## src/ptp_pkg.sv

```systemverilog
// ============================================================================
// ptp_pkg
// Shared widths, latencies and helpers for the point-to-plane projection pipe.
// ============================================================================
`default_nettype none

package ptp_pkg;

    // operand digit for the partial-product multipliers
    localparam int DIG_W = 32;

    // field widths
    localparam int W_COORD  = 32;
    localparam int W_DIFF   = W_COORD + 1;       // difference of two coordinates
    localparam int W_CROSS  = 2 * W_DIFF;        // component of an edge cross product
    localparam int W_NN     = 2 * W_CROSS;       // squared normal length, unsigned
    localparam int W_DOT    = W_DIFF + W_CROSS + 1;   // (P - C) . N
    localparam int W_WDOT   = W_NN + 1;          // ((v - u) x (p - u)) . N
    localparam int W_FRAC   = 16;
    localparam int W_WNUM   = W_WDOT + W_FRAC;
    localparam int W_PNUM   = W_CROSS + W_DOT;   // N_i * d
    localparam int W_WEIGHT = 24;
    localparam int W_TOL    = 18;
    localparam int W_PQ     = 42;                // projection offset, clamped to +-2^40

    // quotient bits resolved by the dividers
    localparam int QW_PROJ = 41;
    localparam int QW_WT   = 24;

    localparam logic [63:0] PQ_LIM     = 64'd1 << 40;
    localparam logic [63:0] WT_LIM_POS = 64'd8388607;
    localparam logic [63:0] WT_LIM_NEG = 64'd8388608;

    // stage counts
    localparam int MUL_LAT      = 4;
    localparam int CROSS_LAT    = MUL_LAT + 1;
    localparam int DOT_LAT      = MUL_LAT + 1;
    localparam int DIV_LAT_PROJ = QW_PROJ + 3;
    localparam int DIV_LAT_WT   = QW_WT + 3;

    function automatic logic signed [W_DIFF-1:0] f_diff(
        input logic signed [W_COORD-1:0] x,
        input logic signed [W_COORD-1:0] y
    );
        return W_DIFF'(x) - W_DIFF'(y);
    endfunction

endpackage

`default_nettype wire

```

## src/ptp_dly.sv

```systemverilog
// ============================================================================
// ptp_dly
// Enabled delay line that carries side data alongside the arithmetic.
// ============================================================================
`default_nettype none

module ptp_dly
    import ptp_pkg::*;
#(
    parameter int W     = W_COORD,
    parameter int DEPTH = MUL_LAT
) (
    input  wire logic          i_clk,
    input  wire logic          i_en,
    input  wire logic [W-1:0]  i_d,
    output logic [W-1:0]       o_d
);

    logic [W-1:0] r_sr [DEPTH];

    always_ff @(posedge i_clk) begin
        if (i_en) begin
            r_sr[0] <= i_d;
            for (int k = 1; k < DEPTH; k++) begin
                r_sr[k] <= r_sr[k-1];
            end
        end
    end

    assign o_d = r_sr[DEPTH-1];

endmodule

`default_nettype wire

```

## config.mk

```make
export PLATFORM = sky130hd
export DESIGN_NAME = ptp_dly
export DESIGN_NICKNAME = d
export VERILOG_FILES = /design/src/ptp_pkg.sv /design/src/ptp_dly.sv
export SDC_FILE = /design/constraint.sdc
export NUM_CORES = 1
export LEC_CHECK = 0
export BUFFER_PORTS_ARGS = -buffer_cell sky130_fd_sc_hd__buf_4
export CAP_MARGIN = 30
export CORE_ASPECT_RATIO = 1.1
export CORE_MARGIN = 3
export CORE_UTILIZATION = 46
export CTS_CLUSTER_DIAMETER = 30
export CTS_CLUSTER_SIZE = 20
export DETAILED_ROUTE_END_ITERATION = 7
export PLACE_DENSITY = 0.71
export RECOVER_POWER = 25
export SLEW_MARGIN = 30
export SYNTH_ARGS = -nofsm -noshare
export SYNTH_HDL_FRONTEND = slang
export SYNTH_SLANG_ARGS = --single-unit
export TNS_END_PERCENT = 20
```

## constraint.sdc

```tcl
create_clock -name i_clk -period 1.5 [get_ports i_clk]
set_clock_uncertainty 0.2 [all_clocks]
set_input_delay 0.3 -clock i_clk [delete_from_list [all_inputs] [get_ports i_clk]]
set_output_delay 0.3 -clock i_clk [all_outputs]
set_load 0.005 [all_outputs]
```

Word level (Yosys, flattened, before mapping)
Memories as Yosys holds them, arrays and structs flattened.
Cells that the tools add are included.
{"block": "op_classes", "muxes": 2}
{"op": "$mux W1", "n": 2}
{"block": "word_totals", "input_bits": 34, "ramBits": 128, "wordCells": 3, "regBits": 0, "memories": 1, "out_inout_bits": 32}
{"memory": "r_sr", "words": 4, "width": 32, "rd": 4, "rd_clocked_by_memory_dff": 0, "write_ports": 4, "line_no": "ptp_dly.sv:19", "rtl": "logic [W-1:0] r_sr [DEPTH];"}

Logic depth before layout (Yosys ltp)
{"block": "depth", "depth_word": 2, "depth_mapped": 0, "depth_no_buf": 0}

Worst setup path before layout
Ideal clock, no wire load.
{"block": "synth_timing", "kind": "flip-flop to output port", "from": "memory r_sr[3][0] (netlist name)", "to": "output port o_d[0]", "arrival_time_ps": 355, "stages_incl_launch_ff": 1, "t_required_ps": 1000, "n_path_buf": 0, "setup_slack_ps": 645, "cell_sequence": "edfxtp_1"}
{"item": "start, declared", "line_no": "ptp_dly.sv:19"}
{"item": "end, declared", "line_no": "ptp_dly.sv:16", "rtl": "output logic [W-1:0] o_d"}

==> run_results.csv <==
group,metric,value,unit
layout,final_nets,283,
sta,hold_violations,0,
power_and_ir_drop,power_density,1560,mW/mm2
route,drt_first_iter_violations,133,
power_and_ir_drop,p_seq_share,49.9,%
layout,drive_above_1_share,38.5,%
global_routing,grt_pass1_vias,1600,
synth,syn-num-nets,162,
critical_path,critPathMaxStageDelay,400,ps
sta,setup_tns,-203,ps
run_status,violations,"setup timing",
power_and_ir_drop,p_leak,0.00204,uW
sta,tightest_slew,275,ps
power_and_ir_drop,p_int,6960,uW
power_and_ir_drop,pwr-share-comb,3.6,%
route,avgViaCountPerCell,4.36,
synth,synth_area,0.00384,mm2
power_and_ir_drop,switching_share,18.9,%
layout,reg_top3,"r_sr x128",
critical_path,worst-setup-path-type,"reg -> out",
run_status,outcome,"complete, but fails checks",
sta,maxSlewHeadroom,81.6,%
cts,clockBufferDepth,2,
placed_design,place_hpwl,2.82,mm
route,vias,1614,
sta,fmax,650,MHz
critical_path,cpLargestDelayFamily,"flip-flops",
run,max_cap_viol_count,0,
cts,cts_tree,"done",
layout,multi_input_gates,0,
sta,final.setup.worst_slack,-38.4,ps
route,drtAntennaViolNets,0,
synth,synth-seq-cells,128,
synth,ys_types,1,
critical_path,path_max_fanout,1,
critical_path,critPathSlowestCell,"edfxtp_1",
floorplan,start_util,48.1,%
critical_path,cp_num_buf_inv,1,
route,totalWireLength,4.82,mm
synth,yosys_warnings,0,
critical_path,endpoint_kind,"primary output",
layout,multi_input_area,0,um2
layout,area_growth,43.2,%
power_and_ir_drop,p_total,8570,uW
sta,finalSetupViolCount,11,
synth,synth_seq_area_share,100,%
global_routing,grt.overflow.total,0,
cts,worstSkewPairLatency,500,ps
layout,largest_reg_flops,128,
critical_path,cp_num_cells,1,
sta,period_minus_slack,1540,ps
critical_path,required,1000,ps
floorplan,die_area,0.00949,mm2
global_routing,grt_usage,11.6,%
placed_design,io_buffers,65,
floorplan,ios,66,
synth,syn_inst,128,
route,post-route-drc-count,0,
floorplan,core_area,0.00800,mm2
floorplan,row_count,34,
worst_hold_path,hold_depth,0,
layout,fillers,519,
floorplan,die_h,102,um
sta,slew_violations,0,
route,wl_per_cell,13.0,um
power_and_ir_drop,power_switching,1620,uW
floorplan,die_w,93.2,um
cts,htreeDepth,4,
sta,post-route-period-util,103,%
cts,path_clk_slew,60,ps
sta,hold_slack,215,ps
layout,n_antenna_cell,0,
global_routing,grt_pass1_wl,7.78,mm
critical_path,path_cells,"buf_6",
sta,rsz0062_at_grt,"true",
critical_path,ff2ff_path_depth,0,
power_and_ir_drop,max-vdd-ir-drop,0.000915,V
critical_path,startpoint_type,"register",
cts,cts_made_buffers,17,
global_routing,grt_start_max_net_pins,36,
cts,root_buffer,"clkbuf_8",
cts,cts_sinks,128,
worst_hold_path,hold_class,"reg -> reg",
global_routing,grt_antenna_before_repair,0,
placed_design,routabilityCongestion,0.796,
power_and_ir_drop,power_frac_clock,46.5,%
layout,top_register,"r_sr",
route,dr.pass1.iters,4,
synth,avgSynthCellArea,30.0,um2
critical_path,worstPathArrival,1040,ps
-- metal layers --
layer	wire, um	track usage, %
met1	1930	13.2
met2	2570	18.2
met3	218	4.27
met4	108	8.46
met5	0	0
-- power groups by stage --
| stage | Clock [uW] | Combinational, uW | Sequential, uW |
|---|---|---|---|
| 2_1_floorplan | 0 | 0 | 4340 |
| 3_3_place_gp | 0 | 229 | 4330 |
| 3_5_place_dp | 0 | 237 | 4350 |
| 4_1_cts | 4080 | 310 | 4280 |
| 5_1_grt | 4260 | 333 | 4300 |
| 6_report | 3990 | 308 | 4280 |
-- logic make-up after synthesis --
| kind of cell | count (synthesis) | synth area share (%) |
|---|---|---|
| flops | 128 | 100 |
-- worst paths after layout --
| kind | to | slack, ps | startpoint |
|---|---|---|---|
| hold / removal | r_sr[3][1] | 220 | r_sr[2][1] |
| setup reg to reg | r_sr[3][24] | 640 | r_sr[2][24] |
| hold reg to reg | r_sr[3][1] | 220 | r_sr[2][1] |
| setup / recovery | o_d[15] | -40 | r_sr[3][15] |
-- cell type report --
cell class / instances / area, um2 / area share, %
clock buffer: 17 / 414 / 7.52
clock inverter: 15 / 184 / 3.34
sequential: 128 / 3840 / 69.8
tap: 108 / 135 / 2.45
timing repair buffer: 102 / 928 / 16.9
-- synth_stat cells (all sizes together) --
cell type | n | share of area (%)
edfxtp | 128 | 100
-- cells in the final DEF, fill, tap and decap left out --
cell	instances
clkbuf_8	1
bufinv_16	3
clkbuf_16	16
edfxtp_1	128
clkinv_4	3
buf_6	8
clkinv_2	2
buf_12	4
buf_4	57
clkinvlp_4	3
dlygate4sd3_1	33
inv_6	4
-- timing repair --
action,4_1_cts,5_1_grt
endpoints found under the hold margin,35,0
gates resized for setup,4,4
pin swaps,0,0
setup buffers,0,0
endpoints found under the setup margin,32,32
hold buffers,33,0
gates cloned,0,0
-- through the flow --
stage          cells  instance area [um2]  utilization (%)  worst slack (ps)
6_report         370                 5510             68.8             -38.4
5_1_grt          370                 5510             68.8             -96.0
4_1_cts          370                 5490             68.6             -84.3
3_5_place_dp     305                 4550             56.9               250
3_3_place_gp     305                 4550             56.9               259
2_1_floorplan    128                 3840                -               645
No activity file was read; power rests on OpenSTA's default activity.
