`config.mk`:
```
export PLATFORM = sky130hd
export DESIGN_NAME = ptp_mul
export DESIGN_NICKNAME = d
export VERILOG_FILES = /design/src/ptp_pkg.sv /design/src/ptp_mul.sv
export SDC_FILE = /design/constraint.sdc
export NUM_CORES = 2
export LEC_CHECK = 0
export ABC_AREA = 1
export BUFFER_PORTS_ARGS = -buffer_cell sky130_fd_sc_hd__buf_4
export CAP_MARGIN = 40
export CORE_MARGIN = 2
export CORE_UTILIZATION = 43
export CTS_BUF_LIST = sky130_fd_sc_hd__clkbuf_8
export CTS_CLUSTER_DIAMETER = 30
export DETAILED_ROUTE_END_ITERATION = 8
export GPL_ROUTABILITY_DRIVEN = 1
export GPL_TIMING_DRIVEN = 0
export MAX_ROUTING_LAYER = met4
export SYNTH_ARGS = -nofsm -noshare
export SYNTH_HDL_FRONTEND = slang
export SYNTH_SLANG_ARGS = --single-unit
export TNS_END_PERCENT = 20
```
`constraint.sdc`:
```
create_clock -name i_clk -period 15.77 [get_ports i_clk]
set_input_delay 3.154 -clock i_clk [delete_from_list [all_inputs] [get_ports i_clk]]
set_output_delay 3.154 -clock i_clk [all_outputs]
set_load 0.1 [all_outputs]
```
`src/ptp_pkg.sv`:
```
// ============================================================================
// ptp_pkg
// Shared widths, latencies and helpers for the point-to-plane projection pipe.
// ============================================================================
`default_nettype none

package ptp_pkg;

    // operand digit for the partial-product multipliers
    localparam int DIG_W = 32;

    // field widths
    localparam int W_COORD  = 32;
    localparam int W_DIFF   = W_COORD + 1;       // difference of two coordinates
    localparam int W_CROSS  = 2 * W_DIFF;        // component of an edge cross product
    localparam int W_NN     = 2 * W_CROSS;       // squared normal length, unsigned
    localparam int W_DOT    = W_DIFF + W_CROSS + 1;   // (P - C) . N
    localparam int W_WDOT   = W_NN + 1;          // ((v - u) x (p - u)) . N
    localparam int W_FRAC   = 16;
    localparam int W_WNUM   = W_WDOT + W_FRAC;
    localparam int W_PNUM   = W_CROSS + W_DOT;   // N_i * d
    localparam int W_WEIGHT = 24;
    localparam int W_TOL    = 18;
    localparam int W_PQ     = 42;                // projection offset, clamped to +-2^40

    // quotient bits resolved by the dividers
    localparam int QW_PROJ = 41;
    localparam int QW_WT   = 24;

    localparam logic [63:0] PQ_LIM     = 64'd1 << 40;
    localparam logic [63:0] WT_LIM_POS = 64'd8388607;
    localparam logic [63:0] WT_LIM_NEG = 64'd8388608;

    // stage counts
    localparam int MUL_LAT      = 4;
    localparam int CROSS_LAT    = MUL_LAT + 1;
    localparam int DOT_LAT      = MUL_LAT + 1;
    localparam int DIV_LAT_PROJ = QW_PROJ + 3;
    localparam int DIV_LAT_WT   = QW_WT + 3;

    function automatic logic signed [W_DIFF-1:0] f_diff(
        input logic signed [W_COORD-1:0] x,
        input logic signed [W_COORD-1:0] y
    );
        return W_DIFF'(x) - W_DIFF'(y);
    endfunction

endpackage

`default_nettype wire

```
`src/ptp_mul.sv`:
```
// ============================================================================
// ptp_mul
// Signed multiplier, sign-magnitude, built from 32x32-bit partial products.
// ============================================================================
`default_nettype none

module ptp_mul
    import ptp_pkg::*;
#(
    parameter int WA = 33,
    parameter int WB = 33
) (
    input  wire logic                  i_clk,
    input  wire logic                  i_en,
    input  wire logic signed [WA-1:0]  i_a,
    input  wire logic signed [WB-1:0]  i_b,
    output logic signed [WA+WB-1:0]    o_p
);

    localparam int DA = (WA + DIG_W - 1) / DIG_W;
    localparam int DB = (WB + DIG_W - 1) / DIG_W;
    localparam int WP = WA + WB;
    localparam int WX = DIG_W * (DA + DB);

    logic [DA*DIG_W-1:0] r_ma;
    logic [DB*DIG_W-1:0] r_mb;
    logic                r_neg1, r_neg2, r_neg3;
    logic [2*DIG_W-1:0]  r_pp [DA][DB];
    logic [WP-1:0]       r_sum, n_sum;
    logic [WP-1:0]       r_p;

    // take magnitudes
    always_ff @(posedge i_clk) begin
        if (i_en) begin
            r_ma   <= (DA*DIG_W)'($unsigned(i_a[WA-1] ? -i_a : i_a));
            r_mb   <= (DB*DIG_W)'($unsigned(i_b[WB-1] ? -i_b : i_b));
            r_neg1 <= i_a[WA-1] ^ i_b[WB-1];
        end
    end

    // partial products
    for (genvar gi = 0; gi < DA; gi++) begin : g_row
        for (genvar gj = 0; gj < DB; gj++) begin : g_col
            always_ff @(posedge i_clk) begin
                if (i_en) begin
                    r_pp[gi][gj] <= (2*DIG_W)'(r_ma[gi*DIG_W +: DIG_W]) *
                                    (2*DIG_W)'(r_mb[gj*DIG_W +: DIG_W]);
                end
            end
        end
    end

    always_comb begin
        logic [WX-1:0] acc;
        acc = '0;
        for (int i = 0; i < DA; i++) begin
            for (int j = 0; j < DB; j++) begin
                acc = acc + (WX'(r_pp[i][j]) << (DIG_W * (i + j)));
            end
        end
        n_sum = acc[WP-1:0];
    end

    always_ff @(posedge i_clk) begin
        if (i_en) begin
            r_neg2 <= r_neg1;
            r_sum  <= n_sum;
            r_neg3 <= r_neg2;
            r_p    <= r_neg3 ? -r_sum : r_sum;
        end
    end

    assign o_p = $signed(r_p);

endmodule

`default_nettype wire

```
Word level (Yosys, flattened, before mapping)
Memories as Yosys holds them, arrays and structs flattened.
Cells that the tools add are included.
- flip-flop bits (word level): 201
- RAM bits: 194
- bits of input ports: 68
- logic and storage cells: 26
- memories kept: 1
- add/sub/neg operators: 6
- $mul: 4
- mux-type cells: 5
- bitwise logic cells: 1
- memories (name ; words ; width ; read ports ; clocked after memory_dff ; wr ports ; RTL line ; RTL):
    r_pp ; 2 ; 97 ; 2 ; 0 ; 2 ; ptp_mul.sv:28 ; logic [2*DIG_W-1:0] r_pp [DA][DB];
- operators with widths (operator ; count):
    66-bit adder ; 2
    64-bit by 66-bit adder with 66-bit output ; 1
    66-bit 2-to-1 mux ; 1
    33-bit negation ; 2
    66-bit negation ; 1
    32-bit by 32-bit multiplier with 64-bit output ; 1
    32-bit 2-to-1 mux ; 2
    1-bit by 32-bit multiplier with 33-bit output ; 1
    32-bit by 1-bit multiplier with 33-bit output ; 1
    1-bit by 1-bit multiplier with 2-bit output ; 1
    1-bit 2-to-1 mux ; 2
    1-bit bitwise XOR ; 1

Depth between registers and ports, before layout
An unclocked memory read counts as a cell.
- depth in word-level cells: 4
- gate-level depth with buffers: 31
- gate-level depth less buffers: 29

Worst setup path after synthesis
OpenSTA, ideal clock, no wires.
- path kind: flip-flop to flip-flop
- from: register r_ma[31]
- to: memory r_pp[0][93] in the netlist's numbering, data pin
- data arrival time: 6117 ps
- required time: 15518 ps
- path slack: 9401 ps
- cell stages (with the launch flop): 27
- buffers on the path: 2
- cells stage by stage: edfxtp_1 -> clkbuf_1 -> clkbuf_1 -> nand2_1 -> fa_1 -> inv_1 -> fa_1 -> fa_1 -> inv_1 -> fa_1 -> inv_1 -> fa_1 -> fa_1 -> fa_1 -> inv_1 -> fa_1 -> inv_1 -> ha_1 -> nand2_2 -> inv_2 -> nand2_2 -> nor3_1 -> nand2_1 -> nor2_1 -> nand2_1 -> nand3_1 -> nand2_1
- RTL lines (item ; RTL line ; RTL):
    from (decl) ; ptp_mul.sv:25 ; logic [DA*DIG_W-1:0] r_ma;
    from (signal assigned) ; ptp_mul.sv:35 ; r_ma <= (DA*DIG_W)'($unsigned(i_a[WA-1] ? -i_a : i_a));
    to (decl) ; ptp_mul.sv:28 ;

==> results.toml <==
[outcome]
status = "completed"

[synthesis]
yosysTopAreaCellShare_pct = 34.6
synth_edf_count = 330
synthesis.nets = 8055
yosysSeqAreaShare_pct = 18.4
synth.area.top_cells = "fa_1 35%, edfxtp_1 18%, nand2_1 14%, inv_1 14%, ha_1 6.9%"
async_reset_ff_share_pct = 0
mappedNetlistArea_um2 = 53700
synth_cell_type_count = 49
syn_inst = 6760
synth_top_flop_cell = "edfxtp_1"
ys_ff_latch = 330
synth_area_per_cell_um2 = 7.95
yosysWarnings = 0
synth.largest_area_cell = "fa_1"

[layout]
finalNetCount = 8413
fillers = 12200
area_growth_pct = 12.6
layout-drive-gt1-share_pct = 7.20
final_common_cell = "nand2_1"
layout_common_cells = "2014 x nand2_1, 1968 x inv_1, 929 x fa_1"
final_util_pct = 48.9
layoutNonFillerInstCount = 8833

[sta]
tightest_slew_ns = 0.994
period_minus_slack_ns = 8.40
setup_ws_ns = 7.37
fin_worst_skew_ns = 0.0372
fin_setup_tns_ns = 0
slew-limit-headroom_pct = 33.7
rsz0062_at_grt = "false"
drv_slew = 0
finalSetupViolCount = 0
clock.fmax_ghz = 0.119
layout_worst_path_cycle_share_pct = 53.3
hold_viol = 0

[setup_path]
crit_type = "flop to flop"
crit_arrival_ns = 8.91
r2r_cells = 22
cpPeakStageDelay_ns = 0.76
crit_path_start = "r_ma[18]"
cp_slowest_cell = "clkbuf_1"
cpMostUsedCell = "fa_1"
critPathMaxFanout = 10
reg2reg_slack_ns = 7.37
crit_required_ns = 16.28
startpoint_type = "flop"
worstPathCellList = "clkbuf_1 -> clkbuf_1 -> nand2_1 -> inv_1 -> fa_1 -> fa_1 -> inv_1 -> fa_1 -> fa_1 -> inv_1 -> fa_1 -> fa_1 -> fa_1 -> fa_1 -> ha_1 -> nand2_1 -> nor2_1 -> inv_1 -> nor2_1 -> a21oi_1 -> nand2_2 -> xor2_1"
rr_startpoint = "r_ma[18]"
endpoint_kind = "flop"
reg2reg_to = "r_pp[0][64]"

[cts]
cts_root_buffer = "clkbuf_8"
postCtsHoldBufs = 0
cts_resized = 0
clockBufferDepth = 3
cts_tree = "done"
cts_buffers = 77
cts.sinks = 330
clock_latency_ns = 0.75
cts.clk_slew.worst_paths_ns = 0.06
htreeDepth = 3
postCtsSetupRepairBufs = 0

[grt]
grt_max_degree = 122
grt_antenna_before_repair = 13
grt_pass1_vias = 45800
grt_pass1_wl_um = 301000
grt.overflow.total = 0
grt_usage_pct = 34.1

[floorplan]
die-area_um2 = 128000
io_pins = 134
dieHeight_um = 357
std_cell_rows = 129
start_util_pct = 43.4
fp.dieW_um = 357
core_um2 = 124000

[route]
totalWireLength_um = 207000
wire_per_inst_um = 23.4
drt_iter0_markers = 4160
drc = 0
viasPerCell = 5.05
num_vias = 44600
ant_nets = 0
drtPass1Iterations = 6

[place]
place.gp.congestion = 1.06
dp_hpwl_um = 181000
dp_slack_ns = 7.52
placed_cells = 8675
port_buffers = 132

[worst_hold_path]
hold_depth = 0
min_to = "r_sum[13]"
worstHoldStart = "r_pp[0][46]"
hp-class = "flop to flop"

[job]
maxCapViolations = 0
==> through the flow <==
step | hold slack (ns) | cell area (µm²)
finish | 0.407 | 60500
global route | 0.415 | 60500
CTS | 0.399 | 60400
detailed placement | 0.405 | 58800
global placement | 0.402 | 56800
floorplan | 0.400 | 53700
==> critical path: cells and delay by family, from the launching register on <==
kind | cells | cell delay, ns
AOI/OAI and AO/OA | 1 | 0.14
xor gates and xnor gates | 1 | 0.31
adders and majority gates | 9 | 4.55
buffers and inverters | 6 | 1.82
DFF | 1 | 0.32
and+or+nand+nor | 5 | 1.01
==> registers in the layout (all words and copies together) (netlist names) <==
signal  flops
r_neg1      1
r_ma       33
r_pp      129
o_p        66
r_neg2      1
r_sum      66
r_neg3      1
r_mb       33
==> Yosys cell counts (all sizes together), types with 3 or more instances <==
master     n
a21oi     99
xnor2     23
nand4     55
nand3b     7
or2        3
clkinv     4
nand2   2040
o21bai    11
ha       298
o21ai     66
a21o       5
clkbuf   272
nor3      42
edfxtp   330
inv     1973
and3       5
xor2     131
a31oi      4
buf        7
nand3    140
nor2     295
o21a       6
fa       929
nor4       6
==> worst max path at each step <==
stage | endpoint | slack, ns
floorplan | r_pp[0][93] | 9.40
detailed placement | r_pp[0][96] | 7.52
global placement | r_pp[0][96] | 7.00
finish | r_pp[0][64] | 7.37
global route | r_pp[0][96] | 7.22
CTS | r_pp[0][96] | 7.53
==> cell type report <==
cell class / instances / area (µm²) / area share (%)
antenna: 18 / 45.0 / 0.0745
buffer: 279 / 1060 / 1.75
clock buffer: 77 / 1060 / 1.75
clock inverter: 62 / 588 / 0.972
inverter: 1977 / 7420 / 12.3
multi-input combinational: 4174 / 35300 / 58.4
sequential: 330 / 9910 / 16.4
tap: 1637 / 2050 / 3.39
timing repair buffer: 279 / 3030 / 5.00
==> metal layers <==
layer / vias up / wire length [µm] / global-route usage, %
met5: - / 0 / -
met4: 0 / 16700 / 21.7
met1: 21500 / 78200 / 40.7
li1: 20100 / - / -
met2: 2314 / 90400 / 51.6
met3: 676 / 21300 / 8.52
==> kinds of logic after synthesis <==
logic type | Yosys count | synth area share (%)
flops | 330 | 18.4
xor+xnor | 154 | 2.54
compound gates | 195 | 1.97
simple gates | 2598 | 19.7
fa+ha+maj | 1227 | 41.6
buf+inv | 2256 | 15.8
Power is left out: the tool's default activity adds up to more than one toggle a clock period on the data nets, which glitch-free logic cannot reach.
